**src/hdl/rdc_pkg.sv**
```systemverilog
package rdc_pkg;

  localparam int VALUE_W = 31;
  localparam int DIGIT_W = 6;
  localparam int RADIX_W = 6;
  localparam int DATA_W  = 32;
  localparam int ADDR_W  = 3;

  localparam logic [RADIX_W-1:0] RADIX_RESET = RADIX_W'(10);
  localparam logic [RADIX_W-1:0] RADIX_MIN   = RADIX_W'(2);

  // register index taken from paddr[2]
  localparam logic REG_RADIX = 1'b0;

  typedef struct packed {
    logic               done;
    logic [VALUE_W-1:0] quotient;
    logic [DIGIT_W-1:0] remainder;
  } div_result_t;

  typedef struct packed {
    logic               push;
    logic               pop;
    logic [DIGIT_W-1:0] data;
  } stack_cmd_t;

endpackage

```
**src/hdl/rdc_div.sv**
```systemverilog
module rdc_div import rdc_pkg::*; (
  input  logic               clk,
  input  logic               rst,
  input  logic               start,
  input  logic [VALUE_W-1:0] dividend,
  input  logic [RADIX_W-1:0] divisor,
  output div_result_t        result
);

  localparam int CNT_W = $clog2(VALUE_W);

  logic               busy;
  logic               done;
  logic [CNT_W-1:0]   cnt;
  logic [VALUE_W-1:0] quo;
  logic [DIGIT_W-1:0] rem;
  logic [DIGIT_W:0]   trial;
  logic [DIGIT_W:0]   diff;
  logic               ge;

  // restoring step: shift in the next dividend bit, subtract if it fits
  assign trial = {rem, quo[VALUE_W-1]};
  assign diff  = trial - {1'b0, divisor};
  assign ge    = (trial >= {1'b0, divisor});

  always_ff @(posedge clk) begin
    if (rst) begin
      busy <= 1'b0;
      done <= 1'b0;
      cnt  <= '0;
    end else begin
      done <= 1'b0;
      if (start) begin
        busy <= 1'b1;
        cnt  <= '0;
      end else if (busy) begin
        cnt <= cnt + 1'b1;
        if (cnt == CNT_W'(VALUE_W - 1)) begin
          busy <= 1'b0;
          done <= 1'b1;
        end
      end
    end
  end

  always_ff @(posedge clk) begin
    if (start) begin
      quo <= dividend;
      rem <= '0;
    end else if (busy) begin
      quo <= {quo[VALUE_W-2:0], ge};
      rem <= ge ? diff[DIGIT_W-1:0] : trial[DIGIT_W-1:0];
    end
  end

  assign result.done      = done;
  assign result.quotient  = quo;
  assign result.remainder = rem;

endmodule

```
**src/hdl/rdc_stack.sv**
```systemverilog
module rdc_stack import rdc_pkg::*; #(
  parameter int MAX_DIGITS = 32
) (
  input  logic                              clk,
  input  logic                              rst,
  input  stack_cmd_t                        cmd,
  output logic [DIGIT_W-1:0]                rd_data,
  output logic [$clog2(MAX_DIGITS+1)-1:0]   depth
);

  localparam int AW = $clog2(MAX_DIGITS);
  localparam int DW = $clog2(MAX_DIGITS + 1);

  logic [DIGIT_W-1:0] mem [MAX_DIGITS];
  logic [DW-1:0]      depth_m1;
  logic               full;

  assign depth_m1 = depth - 1'b1;
  assign full     = (depth == DW'(MAX_DIGITS));

  always_ff @(posedge clk) begin
    if (rst) begin
      depth <= '0;
    end else if (cmd.push && !full) begin
      depth <= depth + 1'b1;
    end else if (cmd.pop && depth != '0) begin
      depth <= depth_m1;
    end
  end

  always_ff @(posedge clk) begin
    if (cmd.push && !full) begin
      mem[depth[AW-1:0]] <= cmd.data;
    end
    if (cmd.pop) begin
      rd_data <= mem[depth_m1[AW-1:0]];
    end
  end

endmodule

```
**src/hdl/radix_digit_converter_core.sv**
```systemverilog
// Flow: the shared divider produces each digit as a remainder, which is pushed
// onto the digit stack; the digits are then popped and shown through ST_POP,
// ST_WAIT and ST_OUT (held by any output stall). A zero value gives no beats.
// Throughput: one value at a time; in_stall stays high until the final digit beat.
// Reset (rst, synchronous): radix returns to 10, sequencer idle, stack empty.
module radix_digit_converter_core import rdc_pkg::*; #(
  parameter int MAX_DIGITS = 32
) (
  input  logic               clk,
  input  logic               rst,
  // input channel
  input  logic               in_valid,
  output logic               in_stall,
  input  logic [VALUE_W-1:0] value,
  // output channel
  output logic               out_valid,
  input  logic               out_stall,
  output logic [DIGIT_W-1:0] digit,
  output logic               last_digit,
  // configuration port
  input  logic               psel,
  input  logic               penable,
  input  logic               pwrite,
  input  logic [ADDR_W-1:0]  paddr,
  input  logic [DATA_W-1:0]  pwdata,
  output logic [DATA_W-1:0]  prdata,
  output logic               pready
);

  localparam int DW = $clog2(MAX_DIGITS + 1);

  // sequencer codes
  localparam logic [2:0] ST_IDLE = 3'd0;  // waiting for a value
  localparam logic [2:0] ST_DIV  = 3'd1;  // divider running, digits pushed
  localparam logic [2:0] ST_POP  = 3'd2;  // issue stack read
  localparam logic [2:0] ST_WAIT = 3'd3;  // read data lands
  localparam logic [2:0] ST_OUT  = 3'd4;  // digit beat on offer

  logic [2:0]         state;
  logic [RADIX_W-1:0] radix;
  logic [RADIX_W-1:0] radix_lat;
  logic               in_accept;
  logic               cfg_write;

  div_result_t        div_res;
  logic               div_start;
  logic [VALUE_W-1:0] div_dividend;

  stack_cmd_t         stk_cmd;
  logic [DIGIT_W-1:0] stk_rd_data;
  logic [DW-1:0]      stk_depth;

  // ---------------------------------------------------------------------
  // Configuration: one register, radix, at byte address 0
  // ---------------------------------------------------------------------
  assign pready    = 1'b1;
  assign cfg_write = psel && penable && pwrite && pready;

  always_ff @(posedge clk) begin
    if (rst) begin
      radix <= RADIX_RESET;
    end else if (cfg_write && paddr[2] == REG_RADIX) begin
      radix <= pwdata[RADIX_W-1:0];
    end
  end

  assign prdata = (paddr[2] == REG_RADIX) ? DATA_W'(radix) : '0;

  // ---------------------------------------------------------------------
  // Sequencer
  // ---------------------------------------------------------------------
  assign in_stall  = (state != ST_IDLE);
  assign in_accept = in_valid && !in_stall;

  // first division takes the new value, every later one the last quotient
  assign div_start = (in_accept && value != '0) ||
                     (state == ST_DIV && div_res.done && div_res.quotient != '0);
  assign div_dividend = (state == ST_IDLE) ? value : div_res.quotient;

  // push each remainder as it comes out of the divider
  assign stk_cmd.push = (state == ST_DIV) && div_res.done;
  assign stk_cmd.data = div_res.remainder;
  assign stk_cmd.pop  = (state == ST_POP);

  always_ff @(posedge clk) begin
    if (rst) begin
      state     <= ST_IDLE;
      out_valid <= 1'b0;
    end else begin
      unique case (state)
        ST_IDLE: begin
          // a zero value has no digits: stay idle
          if (in_accept && value != '0) begin
            state <= ST_DIV;
          end
        end
        ST_DIV: begin
          if (div_res.done && div_res.quotient == '0) begin
            state <= ST_POP;
          end
        end
        ST_POP: begin
          state <= ST_WAIT;
        end
        ST_WAIT: begin
          out_valid <= 1'b1;
          state     <= ST_OUT;
        end
        ST_OUT: begin
          // drop the beat once taken, then pop the next digit or finish
          if (!out_stall) begin
            out_valid <= 1'b0;
            state     <= last_digit ? ST_IDLE : ST_POP;
          end
        end
        default: begin
          state     <= ST_IDLE;
          out_valid <= 1'b0;
        end
      endcase
    end
  end

  // payload registers
  always_ff @(posedge clk) begin
    if (in_accept) begin
      // radix 0 and 1 saturate to 2
      radix_lat <= (radix < RADIX_MIN) ? RADIX_MIN : radix;
    end
    if (state == ST_WAIT) begin
      digit      <= stk_rd_data;
      last_digit <= (stk_depth == '0);
    end
  end

  // ---------------------------------------------------------------------
  // Shared divider and digit stack
  // ---------------------------------------------------------------------
  rdc_div u_div (
    .clk      (clk),
    .rst      (rst),
    .start    (div_start),
    .dividend (div_dividend),
    .divisor  ((state == ST_IDLE) ? ((radix < RADIX_MIN) ? RADIX_MIN : radix)
                                  : radix_lat),
    .result   (div_res)
  );

  rdc_stack #(
    .MAX_DIGITS (MAX_DIGITS)
  ) u_stack (
    .clk     (clk),
    .rst     (rst),
    .cmd     (stk_cmd),
    .rd_data (stk_rd_data),
    .depth   (stk_depth)
  );

  // ---------------------------------------------------------------------
  // Assertions
  // ---------------------------------------------------------------------
  a_done_in_div: assert property (@(posedge clk) disable iff (rst)
    div_res.done |-> (state == ST_DIV))
    else $error("divider finished outside the division phase");

  a_last_empty: assert property (@(posedge clk) disable iff (rst)
    (out_valid && last_digit) |-> (stk_depth == '0))
    else $error("last digit flagged while stack still holds digits");

  a_zero_no_work: assert property (@(posedge clk) disable iff (rst)
    (in_accept && value == '0) |=> (state == ST_IDLE && !out_valid))
    else $error("zero value started a conversion");

  a_beat_in_out: assert property (@(posedge clk) disable iff (rst)
    out_valid |-> (state == ST_OUT))
    else $error("digit beat offered outside the output phase");

endmodule
```
**config.mk**
```make
export PLATFORM = sky130hd
export DESIGN_NAME = radix_digit_converter_core
export DESIGN_NICKNAME = d
export VERILOG_FILES = /design/src/hdl/rdc_pkg.sv /design/src/hdl/rdc_div.sv /design/src/hdl/rdc_stack.sv /design/src/hdl/radix_digit_converter_core.sv
export SDC_FILE = /design/constraint.sdc
export NUM_CORES = 1
export LEC_CHECK = 0
export ABC_CLOCK_PERIOD_IN_PS = 6000
export BUFFER_PORTS_ARGS = -buffer_cell sky130_fd_sc_hd__clkbuf_2
export CAP_MARGIN = 5
export CORE_MARGIN = 4
export CORE_UTILIZATION = 50
export DETAILED_ROUTE_END_ITERATION = 12
export GPL_TIMING_DRIVEN = 0
export PLACE_DENSITY = 0.71
export SLEW_MARGIN = 0
export SYNTH_ARGS = -nofsm -noshare
export SYNTH_HDL_FRONTEND = slang
export SYNTH_SLANG_ARGS = --single-unit
```
**constraint.sdc**
```tcl
create_clock -name clk -period 6 [get_ports clk]
set_input_delay 1.2 -clock clk [delete_from_list [all_inputs] [get_ports clk]]
set_output_delay 1.2 -clock clk [all_outputs]
set_load 0.05 [all_outputs]
```
Word-level counts from Yosys, hierarchy flattened
Memory sizes are Yosys's and may differ from the RTL's. A register that Yosys moved wholly into a read port is not among the register bits.
Cells that the tools add are included.
{ "classes": {"n_addsub": 4, "n_lt_le_gt_ge": 2, "eq_ne": 10, "mux": 22, "bitwise_logic": 3, "n_reduce_logical": 28} }
{ "ops": {"columns": ["cell", "n"], "rows": [
  ["31-bit two-way mux", 3],
  ["31-bit nonzero test", 2],
  ["6-bit two-way mux", 6],
  ["31-bit logical NOT", 1],
  ["3-bit case mux with 5 select lines", 1],
  ["1-bit logical AND", 10],
  ["3-bit two-way mux", 3],
  ["7-bit by 6-bit >= comparator with 1-bit output", 1],
  ["1-bit two-way mux", 7],
  ["6-bit by 1-bit adder with 6-bit output (second input constant)", 1],
  ["3-bit by 2-bit == test with 1-bit output (second input constant)", 2],
  ["6-bit == test (second input constant)", 1],
  ["6-bit logical NOT", 1],
  ["6-bit by 2-bit less-than comparator with 1-bit output (second input constant)", 1],
  ["6-bit nonzero test", 1],
  ["3-bit OR reduction", 2],
  ["6-bit by 1-bit subtractor with 6-bit output (second input constant)", 1],
  ["6-bit subtractor", 1],
  ["5-bit by 1-bit adder with 5-bit output (second input constant)", 1],
  ["5-bit == test (second input constant)", 1],
  ["2-bit by 1-bit != test with 1-bit output (second input constant)", 2],
  ["2-bit != test (second input constant)", 2],
  ["2-bit AND reduction", 2],
  ["2-bit nonzero test", 2],
  ["11 further kinds", 14]
]} }
{ "word_totals": {"ff_bits": 73, "mem_bits_rw": 192, "wordCells": 82, "mem_count": 1} }
{ "memory_table": {"columns": ["memory", "depth", "word_bits", "rd", "rd_ports_with_merged_regs", "wr", "line_no", "rtl"], "rows": [
  ["u_stack.mem", 32, 6, 1, 1, 1, "rdc_stack.sv:14", "logic [DIGIT_W-1:0] mem [MAX_DIGITS];"]
]} }

Longest topological paths before layout
{ "depth": {"ltp_word": 7, "depth_mapped": 11, "depth_no_buf": 11} }

Modules after synthesis
A second synthesis with hierarchy kept.
{ "unflattened": {"cells_unflattened": 868, "hier_area_um2": 12612.1} }
{ "by_module_without_submodules": {"columns": ["mod", "instances", "cells_each", "area_per_inst_um2", "seq_area_each_um2"], "rows": [
  ["rdc_stack", 1, 447, 8637.0, 6065.8],
  ["rdc_div", 1, 170, 2185.8, 1191.1],
  ["radix_digit_converter_core", 1, 251, 1789.2, 590.6]
]} }

Worst setup path before layout
OpenSTA, ideal clock, no wires.
{ "synth_timing": {"path_kind": "input to register", "start": "in value[0]", "end": "reg u_div.quo[0], enable pin", "t_arrival_ns": 4.380, "required_ns": 5.538, "slack_ns": 1.157, "stages": 6, "cell_sequence": "nor4_1 -> nand4_1 -> o21ai_2 -> nand2_2 -> buf_6 -> o21ai_0"} }
{ "synth_via": {"elab_chain_cells": 5} }
{ "synth_lines": {"columns": ["element", "line_no", "rtl"], "rows": [
  ["start, declared", "radix_digit_converter_core.sv:14", "input logic [VALUE_W-1:0] value,"],
  ["31-bit nonzero test *", "radix_digit_converter_core.sv:76", "assign div_start = (in_accept && value != '0) ||"],
  ["1-bit logical AND *", "radix_digit_converter_core.sv:76", null],
  ["1-bit logical OR *", "radix_digit_converter_core.sv:76", null],
  ["2-bit by 1-bit != test with 1-bit output (no source line) / 2-bit nonzero test (equally long branches)", null, null],
  ["2-bit AND reduction (no source line) *", null, null],
  ["end signal, assigned", "rdc_div.sv:48", "quo <= dividend;"],
  ["end signal, assigned", "rdc_div.sv:51", "quo <= {quo[VALUE_W-2:0], ge};"],
  ["end, declared", "rdc_div.sv:15", "logic [VALUE_W-1:0] quo;"]
]} }
Every way passes the cells marked *; elsewhere a longest branch is shown, timed or not.
A chain may end at the register's enable or synchronous reset.

Worst setup path after layout
{ "layout_timing": {"start": "reg u_stack.depth[0]", "end": "reg u_stack.rd_data[5], read port of u_stack.mem (data pin)"} }
{ "layout_via": {"elab_chain_cells": 1} }
{ "layout_lines": {"columns": ["element", "line_no", "rtl"], "rows": [
  ["start, declared", "rdc_stack.sv:8", "output logic [$clog2(MAX_DIGITS+1)-1:0] depth"],
  ["start signal, assigned", "rdc_stack.sv:25", "depth <= depth + 1'b1;"],
  ["start signal, assigned", "rdc_stack.sv:27", "depth <= depth_m1;"],
  ["6-bit by 1-bit subtractor with 6-bit output", "rdc_stack.sv:18", "assign depth_m1 = depth - 1'b1;"],
  ["end, declared", "rdc_stack.sv:7", "output logic [DIGIT_W-1:0] rd_data,"]
]} }
Every way passes these cells.

==> metrics.txt <==
Fin Setup TNS=0 ns; vias in the first global route=6,348; FF-to-FF End=u_stack.rd_data[5]; R2R cell count=10; Avg WL per Cell=19.3 um; VDD IR max=0.000199 V; worst r2r src=u_stack.depth[0]; Worst Clk Skew=0.0143 ns; GR Util met1=25.2%; Post-DRT Antenna Nets=0; Setup CP Type=register to register; Cell variety after synth=63; largest net degree at the start of global routing=37; final cell count without fillers=1,195; max_cap viols=0; Fin. Hold Viols=0; area share of fa/ha/maj cells after synthesis=1.54%; async set-reset flop share out of synthesis=0%; core box area=0.0234 mm^2; initial drt markers=478; ys flop type=edfxtp_1; worst hold margin=0.419 ns; initial core utilization=50.8%; WHS Path Cells=0; Worst EP required=6.29 ns; Sink Count=271; Syn Std Cell Area=0.0119 mm^2; Final Cycle Share=57.1%; Max Root-Sink Buffers=3; layout cell share with drive strength beyond 1=27.2%; worst-path fanout max=10; crit path max-delay cell type=clkbuf_1; # diodes=0; Slew Viols, Final=0; Final Power=4400 uW; num rows=56; Post-Synthesis Mean Instance Area=16.1 um^2; post-DP HPWL=15,100 um; grt ovf=0; most frequent CP cell=clkbuf_1; routed vias/inst=5.46; Post-DP Area=0.0127 mm^2; synthesis-to-layout area growth=15.8%; Skew-Pair Late Insertion Delay=0.54 ns; DRT Wirelength=23,100 um; critical path's top delay family=buffers and inverters; Worst setup EP type=register; crit path cell chain=buf_6 -> buf_4 -> inv_1 -> ha_1 -> clkbuf_1 -> clkbuf_1 -> mux4_1 -> mux2i_1 -> o22ai_1 -> a211o_1; most frequent cells in the layout=242 x edfxtp_1, 63 x nor2_1, 60 x clkbuf_2; Setup Viol. Count Final=0; DR pass1 iterations=5; RSZ-0062 raised after global routing=false; area of the die=0.0263 mm^2; GP Congestion=0.852; CTS tree=done; register area share after synthesis=66.0%; post-route cell area=0.0138 mm^2; Hold Path Class=register to register; Boundary Pins=115; Remaining DRCs=0; setup bufs post-CTS=0; Worst R2R Setup Slack=2.58 ns; die width=162 um; H-Tree Depth=1; Pleak=0.00492 uW; status=completed; placed cells=1,140; vias post-DR=6,527; most common cell after layout, fill and taps aside=edfxtp_1; GRT met2 Usage=27.3%; fin nets=941; sink of the worst hold path=digit[2]; Syn Inst Count=736; nature of the critical path startpoint=register; I/O Buffers=59; Fillers=1,824; antenna violations before repair=0; Hold Path Origin=u_stack.rd_data[2]; Power per Cell Area=320 mW/mm^2; Die Ht=162 um; global-route wire length before repair=35,200 um; fmax=292 MHz; Final min period=3.42 ns; critical path data arrival time=3.71 ns; hold buffers post-CTS=0; Synth Register Bits=271; Worst-path clk slew=0.06 ns; mux cell area share after synthesis=15.6%; largest family of logic cells by synthesized area=multiplexers; GRT Total Usage=17.2%; number of synthesized flops with an enable pin=242; Synth Area in Compound Gates=4.25%; root buf cell=clkbuf_16; CTS Buf Count=28; Critical Path Max Stage Delay=0.51 ns; max_slew headroom=12.1%; YS warnings=0; Synth Area in Simple Gates=7.53%; met3 Track Usage GR=2.61%; sum of buffers and inverters on the critical path=5; worst slew pin tran=1.32 ns; # resized after CTS=0; post-synthesis xor/xnor area fraction=1.03%; GRT busiest layer=met2
-- per-layer routing --
metal	vias to the layer above	wire, um
met1	3202	10200
met2	217	10900
met4	0	586
met3	47	1360
li1	3061	-
met5	-	0
-- how the worst max path moves through the flow --
stage / startpoint / end / slack [ns] / cells after the start
2_1_floorplan: value[0] / u_div.quo[0] / 1.16 / 6
3_3_place_gp: value[19] / u_div.quo[17] / -0.25 / 7
3_5_place_dp: value[19] / u_div.quo[15] / 2.56 / 8
4_1_cts: u_stack.depth[0] / u_stack.rd_data[2] / 2.57 / 10
5_1_grt: u_stack.depth[0] / u_stack.rd_data[5] / 2.42 / 10
6_report: u_stack.depth[0] / u_stack.rd_data[5] / 2.58 / 10
-- power by group --
part | switching (uW) | total, uW | internal [uW]
clock | 707 | 1820 | 1110
combinational | 177 | 316 | 139
sequential | 94.9 | 2270 | 2170
-- per-stage QoR --
stage,util (%),worst slack [ns]
after global placement,54.2,-0.254
after CTS,58.5,2.57
after detailed placement,54.3,2.56
final,58.8,2.58
after floorplan,-,1.16
after global routing,58.8,2.42
-- cells in the mapped netlist (5+ instances only) --
master | instances | area [um^2]
edfxtp_1 | 242 | 7270
nor2_1 | 63 | 236
nand2_1 | 46 | 173
mux4_2 | 34 | 766
buf_4 | 29 | 218
dfxtp_1 | 29 | 581
mux2_4 | 27 | 405
mux2i_1 | 27 | 270
a21oi_1 | 20 | 100
clkbuf_1 | 17 | 63.8
nor4_1 | 15 | 93.8
mux4_1 | 14 | 368
ha_1 | 13 | 163
nor3_1 | 11 | 55.1
buf_2 | 9 | 45.0
buf_6 | 9 | 101
inv_1 | 9 | 33.8
a211o_1 | 8 | 70.1
nand3_1 | 8 | 40.0
nand4_1 | 8 | 50.1
nor2b_1 | 8 | 50.1
xnor2_1 | 7 | 61.3
xor2_1 | 7 | 61.3
a31oi_1 | 6 | 37.5
o22ai_1 | 6 | 37.5
nand2b_1 | 5 | 31.3
o21ai_0 | 5 | 25.0
-- layout make-up --
cell class	instances	area [um^2]	share of cell area, %
repair buffers	63	385	2.80
flip-flops and latches	271	7850	57.0
clock inverters	18	231	1.68
clock buffers	34	753	5.47
plain buffers	65	433	3.14
inverters	10	37.5	0.273
multi-input cells	415	3680	26.7
well taps	319	399	2.90
-- state kept, by name (all words and copies together) (netlist names) --
name,flops
u_div.cnt,5
u_div.rem,6
state,3
radix_lat,6
u_div.done,1
last_digit,1
u_div.quo,31
u_stack.mem,192
radix,6
u_stack.rd_data,6
u_div.busy,1
digit,6
out_valid,1
u_stack.depth,6
-- logic make-up (layout without fill, tap and decap cells) --
kind of cell	Yosys count	after routing
XOR/XNOR	14	14
other	2	27
adder cells (fa/ha/maj)	14	14
flip-flops	271	271
multiplexers	106	106
AND/OR/NAND/NOR	184	184
buffers and inverters	75	190
AO/OA/AOI/OAI	70	70
Power figures use the tool's default switching activity.
